$ cat src/hdl/msd_pkg.sv
// Shared types and constants for the MessagePack stream decoder.
// Used by the classifier, the item queue, the executor and the top level.
`timescale 1ns / 1ps
`default_nettype none

package msd_pkg;

    // Token kinds.
    localparam logic [3:0] K_NIL  = 4'd0;
    localparam logic [3:0] K_BOOL = 4'd1;
    localparam logic [3:0] K_UINT = 4'd2;
    localparam logic [3:0] K_SINT = 4'd3;
    localparam logic [3:0] K_F32  = 4'd4;
    localparam logic [3:0] K_STR  = 4'd5;
    localparam logic [3:0] K_BIN  = 4'd6;
    localparam logic [3:0] K_ARR  = 4'd7;
    localparam logic [3:0] K_MAP  = 4'd8;
    localparam logic [3:0] K_BYTE = 4'd9;
    localparam logic [3:0] K_ERR  = 4'd10;

    // Error codes.
    localparam logic [2:0] E_NONE    = 3'd0;
    localparam logic [2:0] E_UNKNOWN = 3'd1;
    localparam logic [2:0] E_WIDE    = 3'd2;
    localparam logic [2:0] E_LEN     = 3'd3;
    localparam logic [2:0] E_F64     = 3'd4;

    // Configuration register indexes.
    localparam logic [1:0] CFG_MAX_INT_BYTES   = 2'd0;
    localparam logic [1:0] CFG_MAX_PAYLOAD_LEN = 2'd1;

    // Lead bytes with a fixed meaning.
    localparam logic [7:0] LEAD_NIL   = 8'hc0;
    localparam logic [7:0] LEAD_FALSE = 8'hc2;
    localparam logic [7:0] LEAD_TRUE  = 8'hc3;
    localparam logic [7:0] LEAD_BIN8  = 8'hc4;
    localparam logic [7:0] LEAD_BIN16 = 8'hc5;
    localparam logic [7:0] LEAD_BIN32 = 8'hc6;
    localparam logic [7:0] LEAD_F32   = 8'hca;
    localparam logic [7:0] LEAD_F64   = 8'hcb;
    localparam logic [7:0] LEAD_U8    = 8'hcc;
    localparam logic [7:0] LEAD_U16   = 8'hcd;
    localparam logic [7:0] LEAD_U32   = 8'hce;
    localparam logic [7:0] LEAD_U64   = 8'hcf;
    localparam logic [7:0] LEAD_S8    = 8'hd0;
    localparam logic [7:0] LEAD_S16   = 8'hd1;
    localparam logic [7:0] LEAD_S32   = 8'hd2;
    localparam logic [7:0] LEAD_S64   = 8'hd3;
    localparam logic [7:0] LEAD_STR8  = 8'hd9;
    localparam logic [7:0] LEAD_STR16 = 8'hda;
    localparam logic [7:0] LEAD_STR32 = 8'hdb;
    localparam logic [7:0] LEAD_ARR16 = 8'hdc;
    localparam logic [7:0] LEAD_ARR32 = 8'hdd;
    localparam logic [7:0] LEAD_MAP16 = 8'hde;
    localparam logic [7:0] LEAD_MAP32 = 8'hdf;

    localparam logic [7:0] FIXSTR_MASK = 8'h1f;
    localparam logic [7:0] FIXCNT_MASK = 8'h0f;

    typedef enum logic [1:0] {
        PH_IDLE    = 2'd0,
        PH_GATHER  = 2'd1,
        PH_PAYLOAD = 2'd2
    } phase_t;

    // What a byte means if it turns out to be a lead byte.
    typedef enum logic [2:0] {
        OP_EMIT   = 3'd0,  // complete token right away
        OP_HDR    = 3'd1,  // fixstr header, length check applies
        OP_GATHER = 3'd2,  // gather a big-endian length or float
        OP_INT    = 3'd3,  // gather an integer, width check applies
        OP_ERR    = 3'd4   // refused lead byte
    } lead_op_t;

    typedef struct packed {
        logic [7:0] raw;     // the byte itself
        lead_op_t   op;
        logic [3:0] kind;
        logic [3:0] nbytes;
        logic [2:0] err;
        logic [7:0] imm;     // immediate value or length
        logic       sext;    // sign-extend imm to 64 bits
    } item_t;

endpackage

`default_nettype wire

$ cat src/hdl/msd_front.sv
// Front end: classifies each incoming byte as a possible lead byte.
// Depends on msd_pkg for the item record and the lead byte constants.
`timescale 1ns / 1ps
`default_nettype none

module msd_front (
    input  wire logic [7:0]   in_byte,
    output msd_pkg::item_t    item
);
    import msd_pkg::*;

    always_comb
    begin
        item.raw    = in_byte;
        item.op     = OP_ERR;
        item.kind   = K_ERR;
        item.nbytes = 4'd0;
        item.err    = E_UNKNOWN;
        item.imm    = in_byte;
        item.sext   = 1'b0;
        case (in_byte) inside
            [8'h00:8'h7f]:
            begin
                item.op  = OP_EMIT;
                item.kind = K_UINT;
                item.err = E_NONE;
            end
            [8'he0:8'hff]:
            begin
                item.op   = OP_EMIT;
                item.kind = K_SINT;
                item.err  = E_NONE;
                item.sext = 1'b1;
            end
            [8'h80:8'h8f]:
            begin
                item.op   = OP_EMIT;
                item.kind = K_MAP;
                item.err  = E_NONE;
                item.imm  = in_byte & FIXCNT_MASK;
            end
            [8'h90:8'h9f]:
            begin
                item.op   = OP_EMIT;
                item.kind = K_ARR;
                item.err  = E_NONE;
                item.imm  = in_byte & FIXCNT_MASK;
            end
            [8'ha0:8'hbf]:
            begin
                item.op   = OP_HDR;
                item.kind = K_STR;
                item.err  = E_NONE;
                item.imm  = in_byte & FIXSTR_MASK;
            end
            LEAD_NIL, LEAD_FALSE, LEAD_TRUE:
            begin
                item.op   = OP_EMIT;
                item.kind = (in_byte == LEAD_NIL) ? K_NIL : K_BOOL;
                item.err  = E_NONE;
                item.imm  = (in_byte == LEAD_TRUE) ? 8'd1 : 8'd0;
            end
            LEAD_BIN8, LEAD_BIN16, LEAD_BIN32:
            begin
                item.op     = OP_GATHER;
                item.kind   = K_BIN;
                item.err    = E_NONE;
                item.nbytes = (in_byte == LEAD_BIN8)  ? 4'd1 :
                              (in_byte == LEAD_BIN16) ? 4'd2 : 4'd4;
            end
            LEAD_F32:
            begin
                item.op     = OP_GATHER;
                item.kind   = K_F32;
                item.err    = E_NONE;
                item.nbytes = 4'd4;
            end
            LEAD_F64:
            begin
                item.err = E_F64;
            end
            LEAD_U8, LEAD_U16, LEAD_U32, LEAD_U64,
            LEAD_S8, LEAD_S16, LEAD_S32, LEAD_S64:
            begin
                item.op     = OP_INT;
                item.kind   = in_byte[4] ? K_SINT : K_UINT;
                item.err    = E_NONE;
                item.nbytes = 4'd1 << in_byte[1:0];
            end
            LEAD_STR8, LEAD_STR16, LEAD_STR32:
            begin
                item.op     = OP_GATHER;
                item.kind   = K_STR;
                item.err    = E_NONE;
                item.nbytes = (in_byte == LEAD_STR8)  ? 4'd1 :
                              (in_byte == LEAD_STR16) ? 4'd2 : 4'd4;
            end
            LEAD_ARR16, LEAD_ARR32, LEAD_MAP16, LEAD_MAP32:
            begin
                item.op     = OP_GATHER;
                item.kind   = in_byte[1] ? K_MAP : K_ARR;
                item.err    = E_NONE;
                item.nbytes = in_byte[0] ? 4'd4 : 4'd2;
            end
            default:
            begin
                item.err = E_UNKNOWN;
            end
        endcase
    end

endmodule

`default_nettype wire

$ cat src/hdl/msd_queue.sv
// Two-entry queue of classified items between the front end and the executor.
// Depends on msd_pkg for the item record.
`timescale 1ns / 1ps
`default_nettype none

module msd_queue (
    input  wire logic            clk,
    input  wire logic            rst_n,
    input  wire logic            push,
    input  wire msd_pkg::item_t  push_item,
    input  wire logic            pop,
    output logic                 full,
    output logic                 head_valid,
    output msd_pkg::item_t       head_item
);
    import msd_pkg::*;

    item_t      slot_reg [2];
    logic       wr_ptr_reg, wr_ptr_next;
    logic       rd_ptr_reg, rd_ptr_next;
    logic [1:0] count_reg, count_next;

    assign full       = (count_reg == 2'd2);
    assign head_valid = (count_reg != 2'd0);
    assign head_item  = slot_reg[rd_ptr_reg];

    always_comb
    begin
        wr_ptr_next = wr_ptr_reg ^ push;
        rd_ptr_next = rd_ptr_reg ^ pop;
        count_next  = count_reg + {1'b0, push} - {1'b0, pop};
    end

    always_ff @(posedge clk or negedge rst_n)
    begin
        if (!rst_n)
        begin
            wr_ptr_reg <= 1'b0;
            rd_ptr_reg <= 1'b0;
            count_reg  <= 2'd0;
        end
        else
        begin
            wr_ptr_reg <= wr_ptr_next;
            rd_ptr_reg <= rd_ptr_next;
            count_reg  <= count_next;
        end
    end

    always_ff @(posedge clk)
    begin
        if (push)
        begin
            slot_reg[wr_ptr_reg] <= push_item;
        end
    end

    assert property (@(posedge clk) disable iff (!rst_n) !(push && full && !pop))
        else $error("queue written while full");
    assert property (@(posedge clk) disable iff (!rst_n) !(pop && !head_valid))
        else $error("queue read while empty");
    assert property (@(posedge clk) disable iff (!rst_n) count_reg != 2'd3)
        else $error("queue count out of range");

endmodule

`default_nettype wire

$ cat src/hdl/msd_back.sv
// Executor: carries the decode state, gathers multi-byte values, checks limits
// and holds the output token register. Depends on msd_pkg.
`timescale 1ns / 1ps
`default_nettype none

module msd_back (
    input  wire logic            clk,
    input  wire logic            rst_n,
    input  wire logic            cfg_we,
    input  wire logic [1:0]      cfg_index,
    input  wire logic [31:0]     cfg_data,
    input  wire logic            head_valid,
    input  wire msd_pkg::item_t  head_item,
    output logic                 pop,
    output logic                 token_valid,
    input  wire logic            token_ready,
    output logic [3:0]           token_kind,
    output logic [63:0]          token_value,
    output logic [2:0]           error_code,
    output logic                 payload_end
);
    import msd_pkg::*;

    logic [3:0]  max_int_bytes_reg;
    logic [31:0] max_payload_len_reg;

    phase_t      phase_reg, phase_next;
    logic [3:0]  pending_kind_reg, pending_kind_next;
    logic [3:0]  bytes_left_reg, bytes_left_next;
    logic [63:0] acc_reg, acc_next;
    logic [31:0] payload_left_reg, payload_left_next;
    logic        neg_reg, neg_next;

    logic        token_valid_reg, token_valid_next;
    logic [3:0]  kind_reg, kind_next;
    logic [63:0] value_reg, value_next;
    logic [2:0]  err_reg, err_next;
    logic        end_reg, end_next;

    logic        do_emit;
    logic        do_hdr;
    logic [3:0]  hdr_kind;
    logic [31:0] hdr_len;
    logic [63:0] acc_base;
    logic [63:0] acc_shift;
    logic        hdr_is_payload;

    assign pop         = head_valid && (!token_valid_reg || token_ready);
    assign token_valid = token_valid_reg;
    assign token_kind  = kind_reg;
    assign token_value = value_reg;
    assign error_code  = err_reg;
    assign payload_end = end_reg;

    always_comb
    begin
        phase_next        = phase_reg;
        pending_kind_next = pending_kind_reg;
        bytes_left_next   = bytes_left_reg;
        acc_next          = acc_reg;
        payload_left_next = payload_left_reg;
        neg_next          = neg_reg;
        do_emit    = 1'b0;
        kind_next  = kind_reg;
        value_next = value_reg;
        err_next   = E_NONE;
        end_next   = 1'b0;
        do_hdr     = 1'b0;
        hdr_kind   = head_item.kind;
        hdr_len    = {24'd0, head_item.imm};

        // The first byte of a signed value decides the fill of the upper bits.
        acc_base  = neg_reg ? {64{head_item.raw[7]}} : acc_reg;
        acc_shift = {acc_base[55:0], head_item.raw};

        if (pop)
        begin
            case (phase_reg)
                PH_PAYLOAD:
                begin
                    do_emit    = 1'b1;
                    kind_next  = K_BYTE;
                    value_next = {56'd0, head_item.raw};
                    end_next   = (payload_left_reg <= 32'd1);
                    if (payload_left_reg <= 32'd1)
                    begin
                        payload_left_next = 32'd0;
                        phase_next        = PH_IDLE;
                    end
                    else
                    begin
                        payload_left_next = payload_left_reg - 32'd1;
                    end
                end
                PH_GATHER:
                begin
                    acc_next = acc_shift;
                    neg_next = 1'b0;
                    if (bytes_left_reg > 4'd1)
                    begin
                        bytes_left_next = bytes_left_reg - 4'd1;
                    end
                    else
                    begin
                        bytes_left_next = 4'd0;
                        phase_next      = PH_IDLE;
                        if (pending_kind_reg == K_STR || pending_kind_reg == K_BIN ||
                            pending_kind_reg == K_ARR || pending_kind_reg == K_MAP)
                        begin
                            do_hdr   = 1'b1;
                            hdr_kind = pending_kind_reg;
                            hdr_len  = acc_shift[31:0];
                        end
                        else
                        begin
                            do_emit    = 1'b1;
                            kind_next  = pending_kind_reg;
                            value_next = acc_shift;
                        end
                    end
                end
                PH_IDLE:
                begin
                    case (head_item.op)
                        OP_EMIT:
                        begin
                            do_emit    = 1'b1;
                            kind_next  = head_item.kind;
                            value_next = {{56{head_item.sext}}, head_item.imm};
                        end
                        OP_HDR:
                        begin
                            do_hdr = 1'b1;
                        end
                        OP_GATHER:
                        begin
                            phase_next        = PH_GATHER;
                            pending_kind_next = head_item.kind;
                            bytes_left_next   = head_item.nbytes;
                            acc_next          = 64'd0;
                            neg_next          = 1'b0;
                        end
                        OP_INT:
                        begin
                            if (head_item.nbytes > max_int_bytes_reg)
                            begin
                                do_emit    = 1'b1;
                                kind_next  = K_ERR;
                                value_next = {56'd0, head_item.raw};
                                err_next   = E_WIDE;
                            end
                            else
                            begin
                                phase_next        = PH_GATHER;
                                pending_kind_next = head_item.kind;
                                bytes_left_next   = head_item.nbytes;
                                acc_next          = 64'd0;
                                neg_next          = (head_item.kind == K_SINT);
                            end
                        end
                        default:
                        begin
                            do_emit    = 1'b1;
                            kind_next  = K_ERR;
                            value_next = {56'd0, head_item.raw};
                            err_next   = head_item.err;
                        end
                    endcase
                end
                default:
                begin
                    phase_next = PH_IDLE;
                end
            endcase
        end

        // Header completion: strings and bins are checked against the limit
        // and, when not empty, open a payload run.
        hdr_is_payload = (hdr_kind == K_STR) || (hdr_kind == K_BIN);
        if (do_hdr)
        begin
            do_emit = 1'b1;
            if (hdr_is_payload && (hdr_len > max_payload_len_reg))
            begin
                kind_next  = K_ERR;
                value_next = {32'd0, hdr_len};
                err_next   = E_LEN;
            end
            else
            begin
                kind_next  = hdr_kind;
                value_next = {32'd0, hdr_len};
                if (hdr_is_payload && (hdr_len != 32'd0))
                begin
                    phase_next        = PH_PAYLOAD;
                    payload_left_next = hdr_len;
                end
            end
        end

        if (do_emit)
        begin
            token_valid_next = 1'b1;
        end
        else if (token_ready)
        begin
            token_valid_next = 1'b0;
        end
        else
        begin
            token_valid_next = token_valid_reg;
        end
    end

    always_ff @(posedge clk or negedge rst_n)
    begin
        if (!rst_n)
        begin
            max_int_bytes_reg   <= 4'd8;
            max_payload_len_reg <= 32'hffff_ffff;
        end
        else if (cfg_we)
        begin
            if (cfg_index == CFG_MAX_INT_BYTES)
            begin
                max_int_bytes_reg <= cfg_data[3:0];
            end
            else if (cfg_index == CFG_MAX_PAYLOAD_LEN)
            begin
                max_payload_len_reg <= cfg_data;
            end
        end
    end

    always_ff @(posedge clk or negedge rst_n)
    begin
        if (!rst_n)
        begin
            phase_reg        <= PH_IDLE;
            pending_kind_reg <= K_NIL;
            bytes_left_reg   <= 4'd0;
            acc_reg          <= 64'd0;
            payload_left_reg <= 32'd0;
            neg_reg          <= 1'b0;
            token_valid_reg  <= 1'b0;
        end
        else
        begin
            phase_reg        <= phase_next;
            pending_kind_reg <= pending_kind_next;
            bytes_left_reg   <= bytes_left_next;
            acc_reg          <= acc_next;
            payload_left_reg <= payload_left_next;
            neg_reg          <= neg_next;
            token_valid_reg  <= token_valid_next;
        end
    end

    always_ff @(posedge clk)
    begin
        if (do_emit)
        begin
            kind_reg  <= kind_next;
            value_reg <= value_next;
            err_reg   <= err_next;
            end_reg   <= end_next;
        end
    end

    assert property (@(posedge clk) disable iff (!rst_n)
        (token_valid_reg && kind_reg == K_ERR) |-> (err_reg != E_NONE))
        else $error("error token without an error code");
    assert property (@(posedge clk) disable iff (!rst_n)
        (token_valid_reg && kind_reg != K_ERR) |-> (err_reg == E_NONE))
        else $error("error code on a regular token");
    assert property (@(posedge clk) disable iff (!rst_n)
        (token_valid_reg && end_reg) |-> (kind_reg == K_BYTE))
        else $error("payload end on a token that is not a payload byte");
    assert property (@(posedge clk) disable iff (!rst_n)
        (phase_reg == PH_GATHER) |-> (bytes_left_reg != 4'd0))
        else $error("gathering with no bytes left");
    assert property (@(posedge clk) disable iff (!rst_n)
        (phase_reg == PH_PAYLOAD) |-> (payload_left_reg != 32'd0))
        else $error("payload run with zero length");

endmodule

`default_nettype wire

$ cat src/hdl/msgpack_stream_decoder.sv
// Top level of the MessagePack stream decoder: classifier, item queue, executor.
// Depends on msd_pkg, msd_front, msd_queue and msd_back.
//
//   Port group   Handshake                  Payload
//   ----------   ------------------------   -------------------------------------------
//   input        in_valid / in_ready        in_byte
//   output       token_valid / token_ready  token_kind, token_value, error_code,
//                                           payload_end
//   config       cfg_we (no wait)           cfg_index, cfg_data
//
// One byte is accepted per cycle in steady state. A byte is written into the
// two-entry queue, and its token, if any, is loaded into the output register when
// the executor pops the byte from the queue; token_valid rises with that load.
// Reset (rst_n low, asynchronous) empties the queue, returns the decoder to the
// idle phase and loads the limits with 8 bytes and 0xffffffff.
// A stalled output holds the executor; the queue then fills and in_ready drops.
`timescale 1ns / 1ps
`default_nettype none

module msgpack_stream_decoder (
    input  wire logic         clk,
    input  wire logic         rst_n,
    input  wire logic         in_valid,
    output logic              in_ready,
    input  wire logic [7:0]   in_byte,
    output logic              token_valid,
    input  wire logic         token_ready,
    output logic [3:0]        token_kind,
    output logic [63:0]       token_value,
    output logic [2:0]        error_code,
    output logic              payload_end,
    input  wire logic         cfg_we,
    input  wire logic [1:0]   cfg_index,
    input  wire logic [31:0]  cfg_data
);
    import msd_pkg::*;

    item_t in_item;
    item_t head_item;
    logic  queue_full;
    logic  head_valid;
    logic  pop;
    logic  push;

    // The queue decouples the classifier from the executor; a byte is taken
    // whenever there is room, independent of the output side.
    assign in_ready = !queue_full;
    assign push     = in_valid && !queue_full;

    // Every byte is classified as if it were a lead byte; the executor decides
    // from its phase whether that classification applies.
    msd_front u_front (
        .in_byte (in_byte),
        .item    (in_item)
    );

    msd_queue u_queue (
        .clk        (clk),
        .rst_n      (rst_n),
        .push       (push),
        .push_item  (in_item),
        .pop        (pop),
        .full       (queue_full),
        .head_valid (head_valid),
        .head_item  (head_item)
    );

    // The executor pops one item per cycle while its output register is free
    // or being drained.
    msd_back u_back (
        .clk         (clk),
        .rst_n       (rst_n),
        .cfg_we      (cfg_we),
        .cfg_index   (cfg_index),
        .cfg_data    (cfg_data),
        .head_valid  (head_valid),
        .head_item   (head_item),
        .pop         (pop),
        .token_valid (token_valid),
        .token_ready (token_ready),
        .token_kind  (token_kind),
        .token_value (token_value),
        .error_code  (error_code),
        .payload_end (payload_end)
    );

endmodule

`default_nettype wire
$ cat config.mk
export PLATFORM = sky130hd
export DESIGN_NAME = msgpack_stream_decoder
export DESIGN_NICKNAME = d
export VERILOG_FILES = /design/src/hdl/msd_pkg.sv /design/src/hdl/msd_front.sv /design/src/hdl/msd_queue.sv /design/src/hdl/msd_back.sv /design/src/hdl/msgpack_stream_decoder.sv
export SDC_FILE = /design/constraint.sdc
export NUM_CORES = 1
export LEC_CHECK = 0
export BUFFER_PORTS_ARGS = -buffer_cell sky130_fd_sc_hd__buf_4
export CAP_MARGIN = 40
export CORE_UTILIZATION = 54
export DETAILED_ROUTE_END_ITERATION = 16
export PLACE_DENSITY = 0.77
export SETUP_SLACK_MARGIN = 0.3
export SYNTH_ARGS = -nofsm -noshare
export SYNTH_HDL_FRONTEND = slang
export SYNTH_SLANG_ARGS = --single-unit
$ cat constraint.sdc
create_clock -name clk -period 10.4 [get_ports clk]
set_input_delay 1.04 -clock clk [delete_from_list [all_inputs] [get_ports clk]]
set_output_delay 1.04 -clock clk [all_outputs]
set_load 0.05 [all_outputs]
==> results.yml <==
outcome:
  status: "completed"
run:
  maxCapViolCount: 0
clock_network:
  cts_tree: "yes"
  clock-sinks: 272
  cts-root-buf: "clkbuf_16"
  cts_resized: 0
  clk_latency_ns: 0.55
  cts_max_path_buffers: 3
  cts_setup_buffers: 0
  cts-buffers-inserted: 29
  path_clk_slew_ns: 0.06
  ctsHoldBuffers: 0
  htreeDepth: 1
placement:
  place_congestion: 0.8990
  dpl_worst_slack_ns: 4.461
  port-buffer-count: 120
  post-dp-hpwl_um: 22390
critical_path:
  crit_fanout: 24
  crit_family: "simple AND/OR/NAND/NOR gates"
  path_class: "in2reg"
  crit_arrival_ns: 5.83
  slowest_stage: "nor4_4"
  path_cells: "buf_4, nand2b_1, nand2_2, inv_1, nand4_4, nand2b_1, buf_6, or2_2, inv_1, ha_1, a21o_1, a21o_1, a21oi_1, o211ai_1, nor4b_1, nor4_4, buf_4, mux2_2"
  critPathRequiredTime_ns: 10.83
  cpPeakStageDelay_ns: 0.63
  crit_buf_inv: 5
  end_kind: "flip-flop"
  setup.worst_path.start_class: "input pin"
drt:
  routed_wl_um: 32100
  drtIter0Drc: 775
  route.detailed.drc: 0
  postRouteAntennaNets: 0
  vias_per_cell: 5.913
  first_pass_iters: 5
  avgRoutedWirePerCell_um: 18.89
  via_count: 10050
yosys:
  seq_area_frac_synth_pct: 53.79
  syn_nets: 1339
  yosysTopAreaCellShare_pct: 28.39
  syn_area_um2: 13960
  yosysTopAreaCell: "edfxtp_1"
  async_flop_share_pct: 51.47
  synth_top_flop_cell: "edfxtp_1"
  ys_types: 66
  netlist_instances: 1248
  synth-edff-count: 132
  ys_warn_count: 0
  ys_ff_latch: 272
  synth_area_per_cell_um2: 11.19
  synth_area_leaders: "edfxtp_1 (28%), dfrtp_1 (19%), mux2_2 (10%)"
timing:
  tightest_slew_ns: 0.8482
  worst_slack_ns: 5.003
  hold_viol_final: 0
  slew_viol_final: 0
  rsz0062_at_grt: "no"
  setup_viol: 0
  whs_ns: 0.5073
  fin_crit_sh_pct: 51.89
  clock.fmax_mhz: 185.3
  setup-tns-final_ns: 0
  relSlewSlack_pct: 43.46
  period_needed_ns: 5.397
  skew_ns: 0.01568
floorplan:
  placementRows: 58
  die-area_um2: 26500
  dieHeight_um: 162.8
  io_pins: 121
  die-width_um: 162.8
  core_um2: 25250
  start_util_pct: 55.28
power_and_ir_drop:
  power.density_nw_per_um2: 316.0
  max-vdd-ir-drop_mv: 0.2420
  p_leak_uw: 0.006815
global_routing:
  grt_pass1_wl_um: 50960
  antenna_found_initial: 0
  overflow: 0
  grt_pass1_vias: 9633
  grt.total_usage_pct: 24.40
  grt_max_degree: 83
layout:
  area_growth_pct: 15.69
  layout_commonest_cell: "nor2_1"
  drive_gt1_share_pct: 28.12
  n_antenna_cell: 0
  layout_common_cells: "nor2_1 (188), buf_4 (137), edfxtp_1 (132)"
  nFillCells: 1969
  nNetsFinal: 1438
  multiInputGateArea_um2: 5948
  largest_register_ffs: 64
  regArea_um2: 7511
hold_path:
  hp-class: "in2async"
[path summary, 6_finish.rpt]
| path | startpoint | endpoint | slack, ns | depth (start not counted) |
|---|---|---|---|---|
| hold reg to reg | u_back.acc_reg[52] | u_back.acc_reg[52] | 0.51 | 1 |
| hold / removal | rst_n | u_queue.wr_ptr_reg | 0.51 | 1 |
| setup reg to reg | u_queue.rd_ptr_reg | u_back.payload_left_reg[21] | 5.10 | 14 |
| setup / recovery | token_ready | u_back.payload_left_reg[21] | 5.00 | 18 |
| max in group asynchronous | rst_n | u_queue.rd_ptr_reg | 8.81 | 3 |
| min in group clk | u_back.acc_reg[52] | u_back.acc_reg[52] | 0.51 | 1 |
[worst register-to-register path: stages, from the launching register on]
cell and delay, ns:
dfrtp_2 0.35, buf_4 0.54, mux2i_1 0.55, nand2_1 0.31, nand2b_1 0.46, buf_6 0.25, or2_2 0.14, inv_1 0.04
ha_1 0.29, nand4_1 0.16, nor4b_1 0.41, a2bb2oi_1 0.19, nor4_4 0.66, buf_4 0.44, mux2_2 0.40
[Yosys cell counts, types with 3 or more instances]
cell         n
nand4_1     12
nor3_1      30
and4_1       3
a21o_1       6
a22oi_1      3
o21a_1       5
ha_1        44
nand3b_1     4
inv_1       57
a2bb2oi_1    3
xnor2_1     19
edfxtp_1   132
mux2_2     128
o21ai_0     95
xor2_1      10
nor4_1      26
nor2b_1      8
a21oi_1     66
nand2b_1    13
buf_2        3
nor2_1     188
or2_2        4
mux4_2      14
clkbuf_1    63
o22ai_1      8
and3_1       8
and2_1       7
o41ai_1      5
dfstp_2     33
dfrtp_1    107
buf_1        4
mux2i_1     19
nand2_1     48
o31ai_1      3
a31oi_1      4
nor4b_1      5
buf_6        4
nand3_1     20
nor3b_1      4
[final cells by class]
cell class,count,area share [%]
clock inverters,19,1.154
inverters,57,1.325
flip-flops and latches,272,46.51
repair buffers,142,6.895
well taps,330,2.557
multi-input cells,845,36.83
clock buffers,34,4.733
[power by group]
group | internal (µW) | switching, µW | leakage, µW
clock network | 599 | 419 | 0.000455
registers | 1610 | 204 | 0.00305
logic | 760 | 1510 | 0.00331
total | 2970 | 2140 | 0.00681
[kinds of logic (layout without fill, tap and decap cells)]
family,after synthesis,in the layout,synth area share [%]
and+or+nand+nor,395,395,13.61
xor gates and xnor gates,29,29,1.819
adders and majority gates,44,44,3.944
DFF,272,272,53.79
muxes,163,163,14.32
AOI/OAI and AO/OA,214,214,8.757
buffers and inverters,131,252,3.764
[metrics by stage]
step | instance area [µm²] | instances | util, % | total power [µW]
final | 16150 | 1699 | 63.95 | 5103
after global routing | 16150 | 1699 | 63.95 | 5350
after CTS | 16150 | 1699 | 63.95 | 5119
after detailed placement | 15200 | 1646 | 60.19 | 4084
after global placement | 15100 | 1639 | 59.80 | 4007
after floorplan | 13960 | 1248 | - | 3451
[routing by layer]
layer	GRT usage [%]	part of all wire (%)
met1	34.58	43
met2	39.07	47
met3	2.750	7.3
met4	8.411	3.2
met5	0	0
(Power assumes the default switching activity.)
